**src/hw/rtl/lvbs_pkg.sv**
```systemverilog
// Shared types and constants of the Laplacian variance blur score block.
package lvbs_pkg;

	localparam int GRAY_W     = 8;
	localparam int LAP_W      = 11;
	localparam int SQR_W      = 20;
	localparam int CNT_W      = 26;
	localparam int SUM_W      = 37;
	localparam int SQ_W       = 47;
	localparam int MAG_W      = 36;
	localparam int POS_W      = 14;
	localparam int VAR_W      = 28;
	localparam int PCNT_W     = 24;
	localparam int CFG_IDX_W  = 3;
	localparam int CFG_DATA_W = 13;
	localparam int HCFG_W     = 12;
	localparam int VCFG_W     = 13;

	localparam logic [VAR_W-1:0] VAR_MAX = '1;

	localparam logic [CFG_IDX_W-1:0] CFG_CROP_LEFT    = 3'd0;
	localparam logic [CFG_IDX_W-1:0] CFG_CROP_TOP     = 3'd1;
	localparam logic [CFG_IDX_W-1:0] CFG_CROP_RIGHT   = 3'd2;
	localparam logic [CFG_IDX_W-1:0] CFG_CROP_BOTTOM  = 3'd3;
	localparam logic [CFG_IDX_W-1:0] CFG_IMAGE_WIDTH  = 3'd4;
	localparam logic [CFG_IDX_W-1:0] CFG_IMAGE_HEIGHT = 3'd5;

	typedef struct packed {
		logic clr_wr;
		logic accept;
		logic proc;
		logic latch;
		logic load_out;
	} dp_cmd_t;

	typedef struct packed {
		logic clr_last;
		logic frame_end;
	} dp_status_t;

endpackage

```
**src/hw/rtl/lvbs_ctrl.sv**
```systemverilog
// Controller state machine of the blur score block.
module lvbs_ctrl (
	input  logic                  clk,
	input  logic                  arst_n,
	input  logic                  in_valid,
	output logic                  in_ready,
	output logic                  out_valid,
	input  logic                  out_ready,
	input  lvbs_pkg::dp_status_t  st,
	input  logic                  unit_done,
	output lvbs_pkg::dp_cmd_t     cmd
);

	typedef enum logic [2:0] {
		S_CLEAR,
		S_IDLE,
		S_PROC,
		S_FEND,
		S_START,
		S_WAIT
	} state_t;

	state_t state_q;
	logic   out_valid_q;
	logic   out_free;

	assign out_free  = !out_valid_q || out_ready;
	assign in_ready  = (state_q == S_IDLE);
	assign out_valid = out_valid_q;

	always_comb begin
		cmd          = '0;
		cmd.clr_wr   = (state_q == S_CLEAR);
		cmd.accept   = (state_q == S_IDLE) && in_valid;
		cmd.proc     = (state_q == S_PROC);
		cmd.latch    = (state_q == S_START);
		cmd.load_out = (state_q == S_WAIT) && unit_done && out_free;
	end

	always_ff @(posedge clk or negedge arst_n) begin
		if (!arst_n) begin
			state_q     <= S_CLEAR;
			out_valid_q <= 1'b0;
		end else begin
			case (state_q)
				S_CLEAR: begin
					if (st.clr_last) begin
						state_q <= S_IDLE;
					end
				end
				S_IDLE: begin
					if (in_valid) begin
						state_q <= S_PROC;
					end
				end
				S_PROC: begin
					state_q <= st.frame_end ? S_FEND : S_IDLE;
				end
				// The last point's accumulation lands during this cycle.
				S_FEND: begin
					state_q <= S_START;
				end
				S_START: begin
					state_q <= S_WAIT;
				end
				S_WAIT: begin
					if (unit_done && out_free) begin
						state_q <= S_IDLE;
					end
				end
				default: begin
					state_q <= S_IDLE;
				end
			endcase
			if (cmd.load_out) begin
				out_valid_q <= 1'b1;
			end else if (out_valid_q && out_ready) begin
				out_valid_q <= 1'b0;
			end
		end
	end

	a_out_held: assert property (@(posedge clk) disable iff (!arst_n)
		out_valid_q && !out_ready |=> out_valid_q)
		else $error("pending result word dropped");

	a_restart: assert property (@(posedge clk) disable iff (!arst_n)
		state_q == S_START |=> !unit_done)
		else $error("variance unit did not restart at frame end");

	a_fend_stall: assert property (@(posedge clk) disable iff (!arst_n)
		state_q == S_PROC && st.frame_end |=> !in_ready)
		else $error("input accepted before frame result was formed");

endmodule

```
**config.mk**
```make
export PLATFORM = sky130hd
export DESIGN_NAME = lvbs_ctrl
export DESIGN_NICKNAME = d
export VERILOG_FILES = /design/src/hw/rtl/lvbs_pkg.sv /design/src/hw/rtl/lvbs_ctrl.sv
export SDC_FILE = /design/constraint.sdc
export NUM_CORES = 1
export LEC_CHECK = 0
export ABC_AREA = 1
export BUFFER_PORTS_ARGS = -buffer_cell sky130_fd_sc_hd__buf_2
export CORE_AREA = 2 2 39 41
export CTS_BUF_LIST = sky130_fd_sc_hd__clkbuf_16
export DETAILED_ROUTE_END_ITERATION = 16
export DIE_AREA = 0 0 41 43
export GPL_TIMING_DRIVEN = 0
export MAX_ROUTING_LAYER = met4
export PLACE_DENSITY = 0.42
export SYNTH_ARGS = -nofsm -noshare
export SYNTH_HDL_FRONTEND = slang
export SYNTH_SLANG_ARGS = --single-unit
```
**constraint.sdc**
```tcl
create_clock -name clk -period 1.95 [get_ports clk]
set_input_delay 0.0975 -clock clk [delete_from_list [all_inputs] [get_ports clk]]
set_output_delay 0.0975 -clock clk [all_outputs]
set_load 0.005 [all_outputs]
```
==> flow_summary.toml <==
[cells_and_area]
diodes = 0
final_layout_size_suffix_gt1_share_pct = 42.59
syn2layout_area_growth_pct = 64.76
fin_util_pct = 31.28
nets = 63
fillers = 156

[outcome]
outcome = "finished clean"

[timing]
hold_viol_final = 0
fin_setup_tns_ps = 0
report.final.slew_viol_count = 0
timing.final.crit_share_pct = 63.98
fin_crit_ps = 1248
rsz0062_at_grt = "false"
finClkSkew_ps = 4.778
worstMarginPinSlew_ps = 287.2
fmax_mhz = 801.5
setup_viol = 0
slew_headroom_pct = 80.86

[detailed_routing]
final_antenna_net_count = 0
drt_iter0_drc = 3
drt-wirelength-per-cell_um = 9.000
detail_route.first_pass.iterations = 2
vias = 281
drt_wl_total_um = 630
drc = 0
routed_via_density = 4.014

[grt]
grt_use_total_pct = 10.42
grt_max_degree = 8
grt_pass1_vias = 289
overflow = 0
grt_pass1_wl_mm = 1.138
antenna_found_initial = 0

[cts]
cts_tree = "built"
post_cts_resized = 0
numCtsBuffers = 3
cts_root_buffer = "clkbuf_16"
clk_latency_ps = 220
clockBufferDepth = 2
cts.sinks = 4
ctsHtreeMaxLevel = 1
cts-hold-fix-buffers = 1
cts.reportedPaths.clkPinSlew_ps = 30
cts_setup_buffers = 0

[power_and_ir_drop]
p_switching_w = 0.0002437
combPwrFrac_pct = 34.0
p_leak_nw = 0.2442
switching_share_pct = 33.24
max-vdd-ir-drop_v = 0.0005765
seq_power_share_pct = 23.0
clockPowerShare_pct = 43.0
powerDensity_mw_per_mm2 = 1693
intPower_w = 0.0004894

[synth]
synth_area_sq_um = 262.8
synth.avg_cell_area_sq_um = 7.101
synthDistinctLibCells = 14
ys_seq_area_share_pct = 38.10
synthCells = 37
synth_nets = 44
yosysWarningCount = 0
synth_seq_cells = 4

[min_path]
hold_class = "in2reg"
hold_depth = 3

[worst_setup_path]
crit_fanout = 5
worstSetupPathType = "reg2out"
arrival_ps = 1150
end_kind = "output pin"
required_ps = 1850
cp-start-kind = "register"
worstRegToRegCells = 5

[floorplanning]
die_w_um = 41
core_sq_mm = 0.001384
initial_core_util_pct = 18.99
die_h_um = 43
rows = 14
die-area_sq_mm = 0.001763
ioPinCount = 14

[placed_design]
place.gp.congestion = 0.7569
io_buffers = 13
place.detailed.hpwl_um = 484.4

[job]
max-cap-violations = 0
[layout make-up]
type / instances / area (sq um) / share of cell area [%]
timing repair buffer: 14 / 75.07 / 17.34
tap: 16 / 20.02 / 4.624
multi-input combinational: 25 / 132.6 / 30.64
inverter: 8 / 30.03 / 6.936
clock buffer: 3 / 75.07 / 17.34
sequential: 4 / 100.1 / 23.12
[stage by stage]
| stage | total power [W] | instances | setup WS (ps) | hold slack, ps | cell area (sq um) |
|---|---|---|---|---|---|
| after floorplan | 0.0003310 | 37 | 999.4 | -198.1 | 262.8 |
| after global placement | 0.0004236 | 66 | 906.5 | -93.63 | 347.8 |
| after detailed placement | 0.0004209 | 66 | 917.7 | -92.08 | 347.8 |
| after CTS | 0.0007459 | 70 | 688.4 | 93.02 | 432.9 |
| after global routing | 0.0007998 | 70 | 583.1 | 110.4 | 432.9 |
| final | 0.0007331 | 70 | 702.3 | 91.55 | 432.9 |
[synth_stat cells, drive strengths merged]
library cell / number / share of area (%)
nand2: 9 / 15
inv: 8 / 11
nor2: 7 / 13
dfrtp: 4 / 38
nand3: 2 / 3.8
nor3: 2 / 5.7
a21oi: 1 / 1.9
nand3b: 1 / 2.9
nor4: 1 / 2.4
o211ai: 1 / 2.9
o21ai: 1 / 3.3
[registers in the layout, summed over array words and instances (netlist names)]
name and cells:
state_q 3, out_valid 1
[power groups by stage]
stage / registers (W) / logic (W) / clock network [W]
global placement: 0.000170 / 0.000253 / 0
detailed placement: 0.000169 / 0.000252 / 0
CTS: 0.000168 / 0.000254 / 0.000324
finish: 0.000169 / 0.000249 / 0.000315
global route: 0.000177 / 0.000292 / 0.000331
floorplan: 0.000157 / 0.000174 / 0
[layer usage]
layer / up-vias / track usage (%) / routed length, um
li1: 152 / - / -
met1: 121 / 10.71 / 285
met2: 8 / 14.69 / 287
met3: 0 / 9.424 / 58
met4: 0 / 2.000 / 0
met5: - / - / 0
[worst max-delay path, stage by stage (launching register included)]
cell     delay, ps
dfrtp_1        410
inv_1          180
nand2_1         90
nor2_1         120
buf_2          130
[final timing paths]
kind,slack [ps],to,start
max,700,cmd[1],state_q[0]
min,90,out_valid,unit_done
min reg2reg,490,out_valid,out_valid
max reg2reg,920,state_q[1],state_q[0]
max in group asynchronous,1610,state_q[1],arst_n
min in group asynchronous,210,out_valid,arst_n
[cell families after synthesis]
kind of cell,share of synthesized area [%]
buffers and inverters,11.43
and+or+nand+nor,42.38
DFF,38.10
AOI/OAI and AO/OA,8.095
[layout by cell type (no fill, tap or decap)]
| master | instances |
|---|---|
| a21oi_1 | 1 |
| buf_2 | 13 |
| clkbuf_16 | 3 |
| dfrtp_1 | 4 |
| dlygate4sd3_1 | 1 |
| inv_1 | 8 |
| nand2_1 | 7 |
| nand2_2 | 2 |
| nand3_1 | 2 |
| nand3b_1 | 1 |
| nor2_1 | 4 |
| nor2_2 | 3 |
| nor3_1 | 1 |
| nor3_2 | 1 |
| nor4_1 | 1 |
| o211ai_1 | 1 |
| o21ai_2 | 1 |
(Power assumes the default switching activity.)
