## src/hw/rtl/lvbs_pkg.sv

```systemverilog
// Shared types and constants of the Laplacian variance blur score block.
package lvbs_pkg;

	localparam int GRAY_W     = 8;
	localparam int LAP_W      = 11;
	localparam int SQR_W      = 20;
	localparam int CNT_W      = 26;
	localparam int SUM_W      = 37;
	localparam int SQ_W       = 47;
	localparam int MAG_W      = 36;
	localparam int POS_W      = 14;
	localparam int VAR_W      = 28;
	localparam int PCNT_W     = 24;
	localparam int CFG_IDX_W  = 3;
	localparam int CFG_DATA_W = 13;
	localparam int HCFG_W     = 12;
	localparam int VCFG_W     = 13;

	localparam logic [VAR_W-1:0] VAR_MAX = '1;

	localparam logic [CFG_IDX_W-1:0] CFG_CROP_LEFT    = 3'd0;
	localparam logic [CFG_IDX_W-1:0] CFG_CROP_TOP     = 3'd1;
	localparam logic [CFG_IDX_W-1:0] CFG_CROP_RIGHT   = 3'd2;
	localparam logic [CFG_IDX_W-1:0] CFG_CROP_BOTTOM  = 3'd3;
	localparam logic [CFG_IDX_W-1:0] CFG_IMAGE_WIDTH  = 3'd4;
	localparam logic [CFG_IDX_W-1:0] CFG_IMAGE_HEIGHT = 3'd5;

	typedef struct packed {
		logic clr_wr;
		logic accept;
		logic proc;
		logic latch;
		logic load_out;
	} dp_cmd_t;

	typedef struct packed {
		logic clr_last;
		logic frame_end;
	} dp_status_t;

endpackage

```

## src/hw/rtl/lvbs_var_unit.sv

```systemverilog
// Iterative frame-end unit: floor(256*(n*sumsq - sum^2)/n^2) with saturation.
module lvbs_var_unit (
	input  logic                               clk,
	input  logic                               arst_n,
	input  logic                               start,
	input  logic signed [lvbs_pkg::SUM_W-1:0]  sum_in,
	input  logic [lvbs_pkg::SQ_W-1:0]          sq_in,
	input  logic [lvbs_pkg::CNT_W-1:0]         cnt_in,
	output logic                               done,
	output logic [lvbs_pkg::VAR_W-1:0]         result
);

	localparam int OPW   = 26;
	localparam int PRW   = 2 * OPW;
	localparam int ACW   = 74;
	localparam int NUMW  = ACW + 8;
	localparam int MAG_H = 18;
	localparam int SQ_H  = 24;
	localparam logic [6:0] DIV_LAST = 7'(NUMW - 1);

	typedef enum logic [2:0] {
		U_IDLE,
		U_MUL,
		U_SUB,
		U_DIV,
		U_DONE
	} ustate_t;

	typedef enum logic [2:0] {
		P_N_SQ_LO,
		P_N_SQ_HI,
		P_M_LO_LO,
		P_M_LO_HI,
		P_M_HI_HI,
		P_N_N,
		P_END
	} step_t;

	ustate_t state_q;
	step_t   step_q, ptag_q;
	logic    pvalid_q;

	logic [lvbs_pkg::CNT_W-1:0] n_q;
	logic [lvbs_pkg::SQ_W-1:0]  sq_q;
	logic [lvbs_pkg::MAG_W-1:0] mag_q;
	logic [OPW-1:0]             opa, opb;
	logic [PRW-1:0]             prod_q;
	logic [ACW-1:0]             acc_a_q, acc_b_q, prod_ext;
	logic [PRW-1:0]             div_q;
	logic [NUMW-1:0]            num_q;
	logic [PRW-1:0]             rem_q;
	logic [PRW:0]               rem_sh, rem_sub;
	logic                       ge;
	logic [lvbs_pkg::VAR_W-1:0] quo_q;
	logic                       ovf_q, neg_q;
	logic [6:0]                 bit_q;
	logic [lvbs_pkg::SUM_W-1:0] sum_abs;

	assign sum_abs = sum_in[lvbs_pkg::SUM_W-1] ? -sum_in : sum_in;

	always_comb begin
		case (step_q)
			P_N_SQ_LO: begin
				opa = OPW'(n_q);
				opb = OPW'(sq_q[SQ_H-1:0]);
			end
			P_N_SQ_HI: begin
				opa = OPW'(n_q);
				opb = OPW'(sq_q[lvbs_pkg::SQ_W-1:SQ_H]);
			end
			P_M_LO_LO: begin
				opa = OPW'(mag_q[MAG_H-1:0]);
				opb = OPW'(mag_q[MAG_H-1:0]);
			end
			P_M_LO_HI: begin
				opa = OPW'(mag_q[MAG_H-1:0]);
				opb = OPW'(mag_q[lvbs_pkg::MAG_W-1:MAG_H]);
			end
			P_M_HI_HI: begin
				opa = OPW'(mag_q[lvbs_pkg::MAG_W-1:MAG_H]);
				opb = OPW'(mag_q[lvbs_pkg::MAG_W-1:MAG_H]);
			end
			P_N_N: begin
				opa = OPW'(n_q);
				opb = OPW'(n_q);
			end
			default: begin
				opa = '0;
				opb = '0;
			end
		endcase
		prod_ext = ACW'(prod_q);
		rem_sh   = {rem_q, num_q[NUMW-1]};
		rem_sub  = rem_sh - {1'b0, div_q};
		ge       = (rem_sh >= {1'b0, div_q});
	end

	always_ff @(posedge clk) begin
		if (start) begin
			n_q   <= cnt_in;
			sq_q  <= sq_in;
			mag_q <= sum_abs[lvbs_pkg::MAG_W-1:0];
		end
		prod_q <= opa * opb;
		ptag_q <= step_q;
	end

	always_ff @(posedge clk or negedge arst_n) begin
		if (!arst_n) begin
			state_q  <= U_IDLE;
			step_q   <= P_N_SQ_LO;
			pvalid_q <= 1'b0;
			acc_a_q  <= '0;
			acc_b_q  <= '0;
			div_q    <= '0;
			num_q    <= '0;
			rem_q    <= '0;
			quo_q    <= '0;
			ovf_q    <= 1'b0;
			neg_q    <= 1'b0;
			bit_q    <= '0;
		end else begin
			pvalid_q <= (state_q == U_MUL) && (step_q != P_END);
			if (pvalid_q) begin
				case (ptag_q)
					P_N_SQ_LO: acc_a_q <= acc_a_q + prod_ext;
					P_N_SQ_HI: acc_a_q <= acc_a_q + (prod_ext << SQ_H);
					P_M_LO_LO: acc_b_q <= acc_b_q + prod_ext;
					P_M_LO_HI: acc_b_q <= acc_b_q + (prod_ext << (MAG_H + 1));
					P_M_HI_HI: acc_b_q <= acc_b_q + (prod_ext << (2 * MAG_H));
					P_N_N:     div_q   <= prod_q;
					default: begin
					end
				endcase
			end
			if (start) begin
				state_q <= U_MUL;
				step_q  <= P_N_SQ_LO;
				acc_a_q <= '0;
				acc_b_q <= '0;
			end else begin
				case (state_q)
					U_MUL: begin
						// The last product is accumulated in the cycle that ends this state.
						if (step_q == P_END) begin
							state_q <= U_SUB;
						end else begin
							step_q <= step_t'(step_q + 3'd1);
						end
					end
					U_SUB: begin
						neg_q   <= (acc_a_q < acc_b_q);
						num_q   <= {acc_a_q - acc_b_q, 8'd0};
						rem_q   <= '0;
						quo_q   <= '0;
						ovf_q   <= 1'b0;
						bit_q   <= DIV_LAST;
						state_q <= U_DIV;
					end
					U_DIV: begin
						rem_q <= ge ? rem_sub[PRW-1:0] : rem_sh[PRW-1:0];
						num_q <= num_q << 1;
						quo_q <= {quo_q[lvbs_pkg::VAR_W-2:0], ge};
						ovf_q <= ovf_q || quo_q[lvbs_pkg::VAR_W-1];
						bit_q <= bit_q - 7'd1;
						if (bit_q == '0) begin
							state_q <= U_DONE;
						end
					end
					U_IDLE, U_DONE: begin
					end
					default: begin
						state_q <= U_IDLE;
					end
				endcase
			end
		end
	end

	assign done   = (state_q == U_DONE);
	assign result = neg_q ? '0 : (ovf_q ? lvbs_pkg::VAR_MAX : quo_q);

	a_div_nonzero: assert property (@(posedge clk) disable iff (!arst_n)
		state_q == U_SUB && n_q != '0 |=> div_q != '0)
		else $error("divisor lost before division");

	a_done_after_div: assert property (@(posedge clk) disable iff (!arst_n)
		$rose(done) |-> $past(state_q) == U_DIV)
		else $error("result flagged without a division pass");

	a_neg_impossible: assert property (@(posedge clk) disable iff (!arst_n)
		done |-> !neg_q)
		else $error("n*sumsq fell below sum squared");

endmodule

```

## config.mk

```make
export PLATFORM = sky130hd
export DESIGN_NAME = lvbs_var_unit
export DESIGN_NICKNAME = d
export VERILOG_FILES = /design/src/hw/rtl/lvbs_pkg.sv /design/src/hw/rtl/lvbs_var_unit.sv
export SDC_FILE = /design/constraint.sdc
export NUM_CORES = 2
export LEC_CHECK = 0
export ABC_AREA = 1
export BUFFER_PORTS_ARGS = -buffer_cell sky130_fd_sc_hd__buf_2
export CAP_MARGIN = 20
export CORE_MARGIN = 5
export CORE_UTILIZATION = 30
export CTS_CLUSTER_SIZE = 24
export DETAILED_ROUTE_END_ITERATION = 16
export GPL_TIMING_DRIVEN = 0
export HOLD_SLACK_MARGIN = 0.12
export PLACE_DENSITY = 0.48
export SETUP_SLACK_MARGIN = 0.4
export SYNTH_ARGS = -nofsm -noshare
export SYNTH_HDL_FRONTEND = slang
export SYNTH_SLANG_ARGS = --single-unit
```

## constraint.sdc

```tcl
create_clock -name clk -period 16.5 [get_ports clk]
set_input_delay 0 -clock clk [delete_from_list [all_inputs] [get_ports clk]]
set_output_delay 0 -clock clk [all_outputs]
set_load 0.03 [all_outputs]
```

==> metrics.md <==
| Metric | Value |
|---|---|
| Result of the run | finished, final reports clean |
| Clock transition at the registers of the reported paths | 0.06 ns |
| Core footprint | 259,000 µm² |
| Hold Vio Cnt, Final | 0 |
| Total number of placement rows | 187 |
| Die Y-Extent | 519 µm |
| Clock period minus worst slack | 9.55 ns |
| Depth of the CTS H-tree | 3 |
| Count of routing violations after the opening detailed-route iteration | 7,516 |
| Path type of the worst min-delay path | in -> reg |
| Worst Hold Launch | sum_in[36] |
| Seq/Total Area, Yosys | 17.5% |
| Worst clock skew | 0.0642 ns |
| Setup tns final | 0 ns |
| Routability congestion estimate from global placement | 1.01 |
| Worst reg2reg path endpoint | prod_q[48] |
| Die W | 519 µm |
| Number of enable flip-flop cells after synthesis | 109 |
| DRC viols | 0 |
| Cell at the root of the clock tree | sky130_fd_sc_hd__clkbuf_16 |
| Maximum cell stage delay along the critical path | 0.75 ns |
| Met2 demand-to-capacity share in global routing | 42.7% |
| Wire length of the first global-routing pass | 534,000 µm |
| Max-cap viol count | 0 |
| Via Count | 80,700 |
| HPWL after DPL | 312,000 µm |
| Most used routing layer in global routing | met2 |
| Via count of the first global-routing pass | 78,600 |
| Max Slew Vio Count | 0 |
| Maximum operating frequency | 105 MHz |
| Slowest stage cell on the critical path | sky130_fd_sc_hd__nor4_2 |
| Crit end category | register |
| Hold buffer count at CTS | 224 |
| Cell area after placement | 83,900 µm² |
| End point of the most critical hold path | mag_q[6] |
| Most common library cell in the layout ignoring fill and taps | sky130_fd_sc_hd__nand2_1 |
| Startpoint of the most critical register-to-register path | step_q[1] |
| Synthesized area | 77,900 µm² |
| Number of flip-flops and latches in the synthesized netlist | 534 |
| Post-synthesis average cell area | 6.30 µm² |
| Final worst-path cycle share | 57.9% |
| Number of buffers added on ports | 141 |
| Met1 usage | 35.2% |
| Highest-count cells in the layout ignoring fill and taps | sky130_fd_sc_hd__nand2_1, sky130_fd_sc_hd__inv_1, sky130_fd_sc_hd__nor2_1 |
| Warning count from the yosys run | 0 |
| Post-Route WL | 368,000 µm |
| Layout cells sized above 1 | 3.61% |
| Depth of the worst register-to-register path | 31 |
| Unique masters post-synth | 64 |
| Met3 Resource Use GR | 3.85% |
| DRT antenna net count | 0 |
| Antenna violations before repair | 25 |
| Final routed wire length divided by cell count | 22.6 µm |
| Number of optimization iterations in the first detailed-route pass | 8 |
| Slew at the pin closest to its max-slew limit | 1.35 ns |
| Initial standard-cell utilization of the core | 30.1% |
| Asr flop ratio synth | 69.3% |
| Cell count after synthesis | 12,400 |
| Net count reported at finish | 14,100 |
| Setup violation total in the final timing report | 0 |
| Area of all placed cells without fillers | 88,800 µm² |
| Post-CTS setup buffer count | 0 |
| CTS sink cnt | 534 |
| Primary flip-flop cell chosen by synthesis mapping | sky130_fd_sc_hd__dfrtp_1 |
| Clock buffers created by TritonCTS | 73 |
| Die area | 270,000 µm² |
| Post-route worst hold slack | 0.225 ns |
| Pin count of the biggest net entering global routing | 102 |
| Source-to-sink clock delay at the later pin of the worst-skew pair | 0.72 ns |
| Worst slew slack as a fraction of its limit | 9.57% |
| Via count normalized by instance count | 4.94 |
| Buffer levels on the longest clock path | 3 |
| CTS tree | built |
| Setup repair after global routing missed its margin | no |
| Overall global routing resource usage | 26.6% |
| Total congestion overflow | 0 |
| Critical path fanouts, max | 10 |
| Kind of start point of the critical path | register |
| Number of gates resized after cts | 0 |
| Worst hold path cell count | 4 |
| Required time reported for the critical path endpoint | 17.06 ns |
| Area growth from synthesis to layout | 14.0% |
| Synth Net Count | 13,600 |
| Crit path launch | step_q[1] |
| Signal arrival time at the worst endpoint | 10.11 ns |
| Worst reg2reg setup slack | 6.95 ns |
| Utilization after layout | 34.3% |
| Critical path class | reg -> reg |
| Ports placed on the boundary | 142 |
[how the worst max path moves through the flow]
stage                  to  slack [ns]  cells past startpoint
2_1_floorplan  prod_q[48]        9.36                     33
3_3_place_gp   prod_q[48]        6.84                     31
3_5_place_dp   prod_q[48]        6.86                     31
4_1_cts        prod_q[48]        6.81                     31
5_1_grt        prod_q[48]        6.51                     31
6_report       prod_q[48]        6.95                     31
[final cells by class]
type                            instances  area [µm²]
Inverter                             2644        9920
Buffer                                244        1050
Tap cell                             3402        4260
Timing Repair Buffer                  414        4030
Multi-Input combinational cell       8936       53300
Fill cell                           29000      170000
Sequential cell                       534       13600
Clock buffer                           94        2040
Antenna cell                           21        52.6
Clock inverter                         39         546
[cell families after synthesis]
kind of cell	after synthesis	share of synthesized area (%)
buffers and inverters	2888	14.1
XOR/XNOR	175	1.97
multiplexers	1	0.0145
AO/OA/AOI/OAI	1483	10.5
adder cells (fa/ha/maj)	1148	24.0
flip-flops	534	17.5
AND/OR/NAND/NOR	6129	31.8
[flip-flops by register name, summed over array words and instances (netlist names), 36 cells and up]
signal	count
rem_q	52
mag_q	36
prod_q	52
div_q	52
sq_q	47
acc_a_q	74
num_q	74
acc_b_q	74
[synth_stat cells (all sizes together) (27+ instances only)]
cell type / count / area share [%]
nand3: 719 / 4.7
o22ai: 56 / 0.45
dfxtp: 55 / 1.4
o21bai: 63 / 0.61
nand3b: 27 / 0.26
a21oi: 696 / 4.5
o211ai: 32 / 0.33
buf: 80 / 0.56
a21o: 27 / 0.26
nand2: 3993 / 19
nor3: 106 / 0.72
xnor2: 73 / 0.82
dfrtp: 370 / 12
nor2: 1083 / 5.3
ha: 567 / 9.1
inv: 2640 / 13
xor2: 102 / 1.1
edfxtp: 109 / 4.2
nand4: 133 / 1.1
o21ai: 501 / 3.2
clkbuf: 164 / 0.79
fa: 581 / 15
[stage by stage]
stage | setup slack [ns] | instances
floorplan | 9.36 | 12400
global route | 6.51 | 16300
global placement | 6.84 | 15900
finish | 6.95 | 16300
detailed placement | 6.86 | 15900
CTS | 6.81 | 16300
[worst max-delay path: cells and delay by family (launching register included)]
family | cells | cell delay, ns
adder cells (fa/ha/maj) | 9 | 4.33
AND/OR/NAND/NOR | 9 | 1.95
AO/OA/AOI/OAI | 4 | 0.98
flip-flops | 1 | 0.39
buffers and inverters | 9 | 1.79
[layer usage]
| metal | part of all wire [%] | wire length [µm] | vias to the layer above |
|---|---|---|---|
| met2 | 44 | 162000 | 2791 |
| met1 | 43 | 160000 | 38200 |
| met5 | 0.019 | 71 | - |
| met3 | 6.8 | 24900 | 623 |
| met4 | 5.8 | 21400 | 10 |
| li1 | - | - | 39100 |
Power is not shown: default switching activity piles up to over one toggle a cycle in this logic, so the estimate is an artifact.
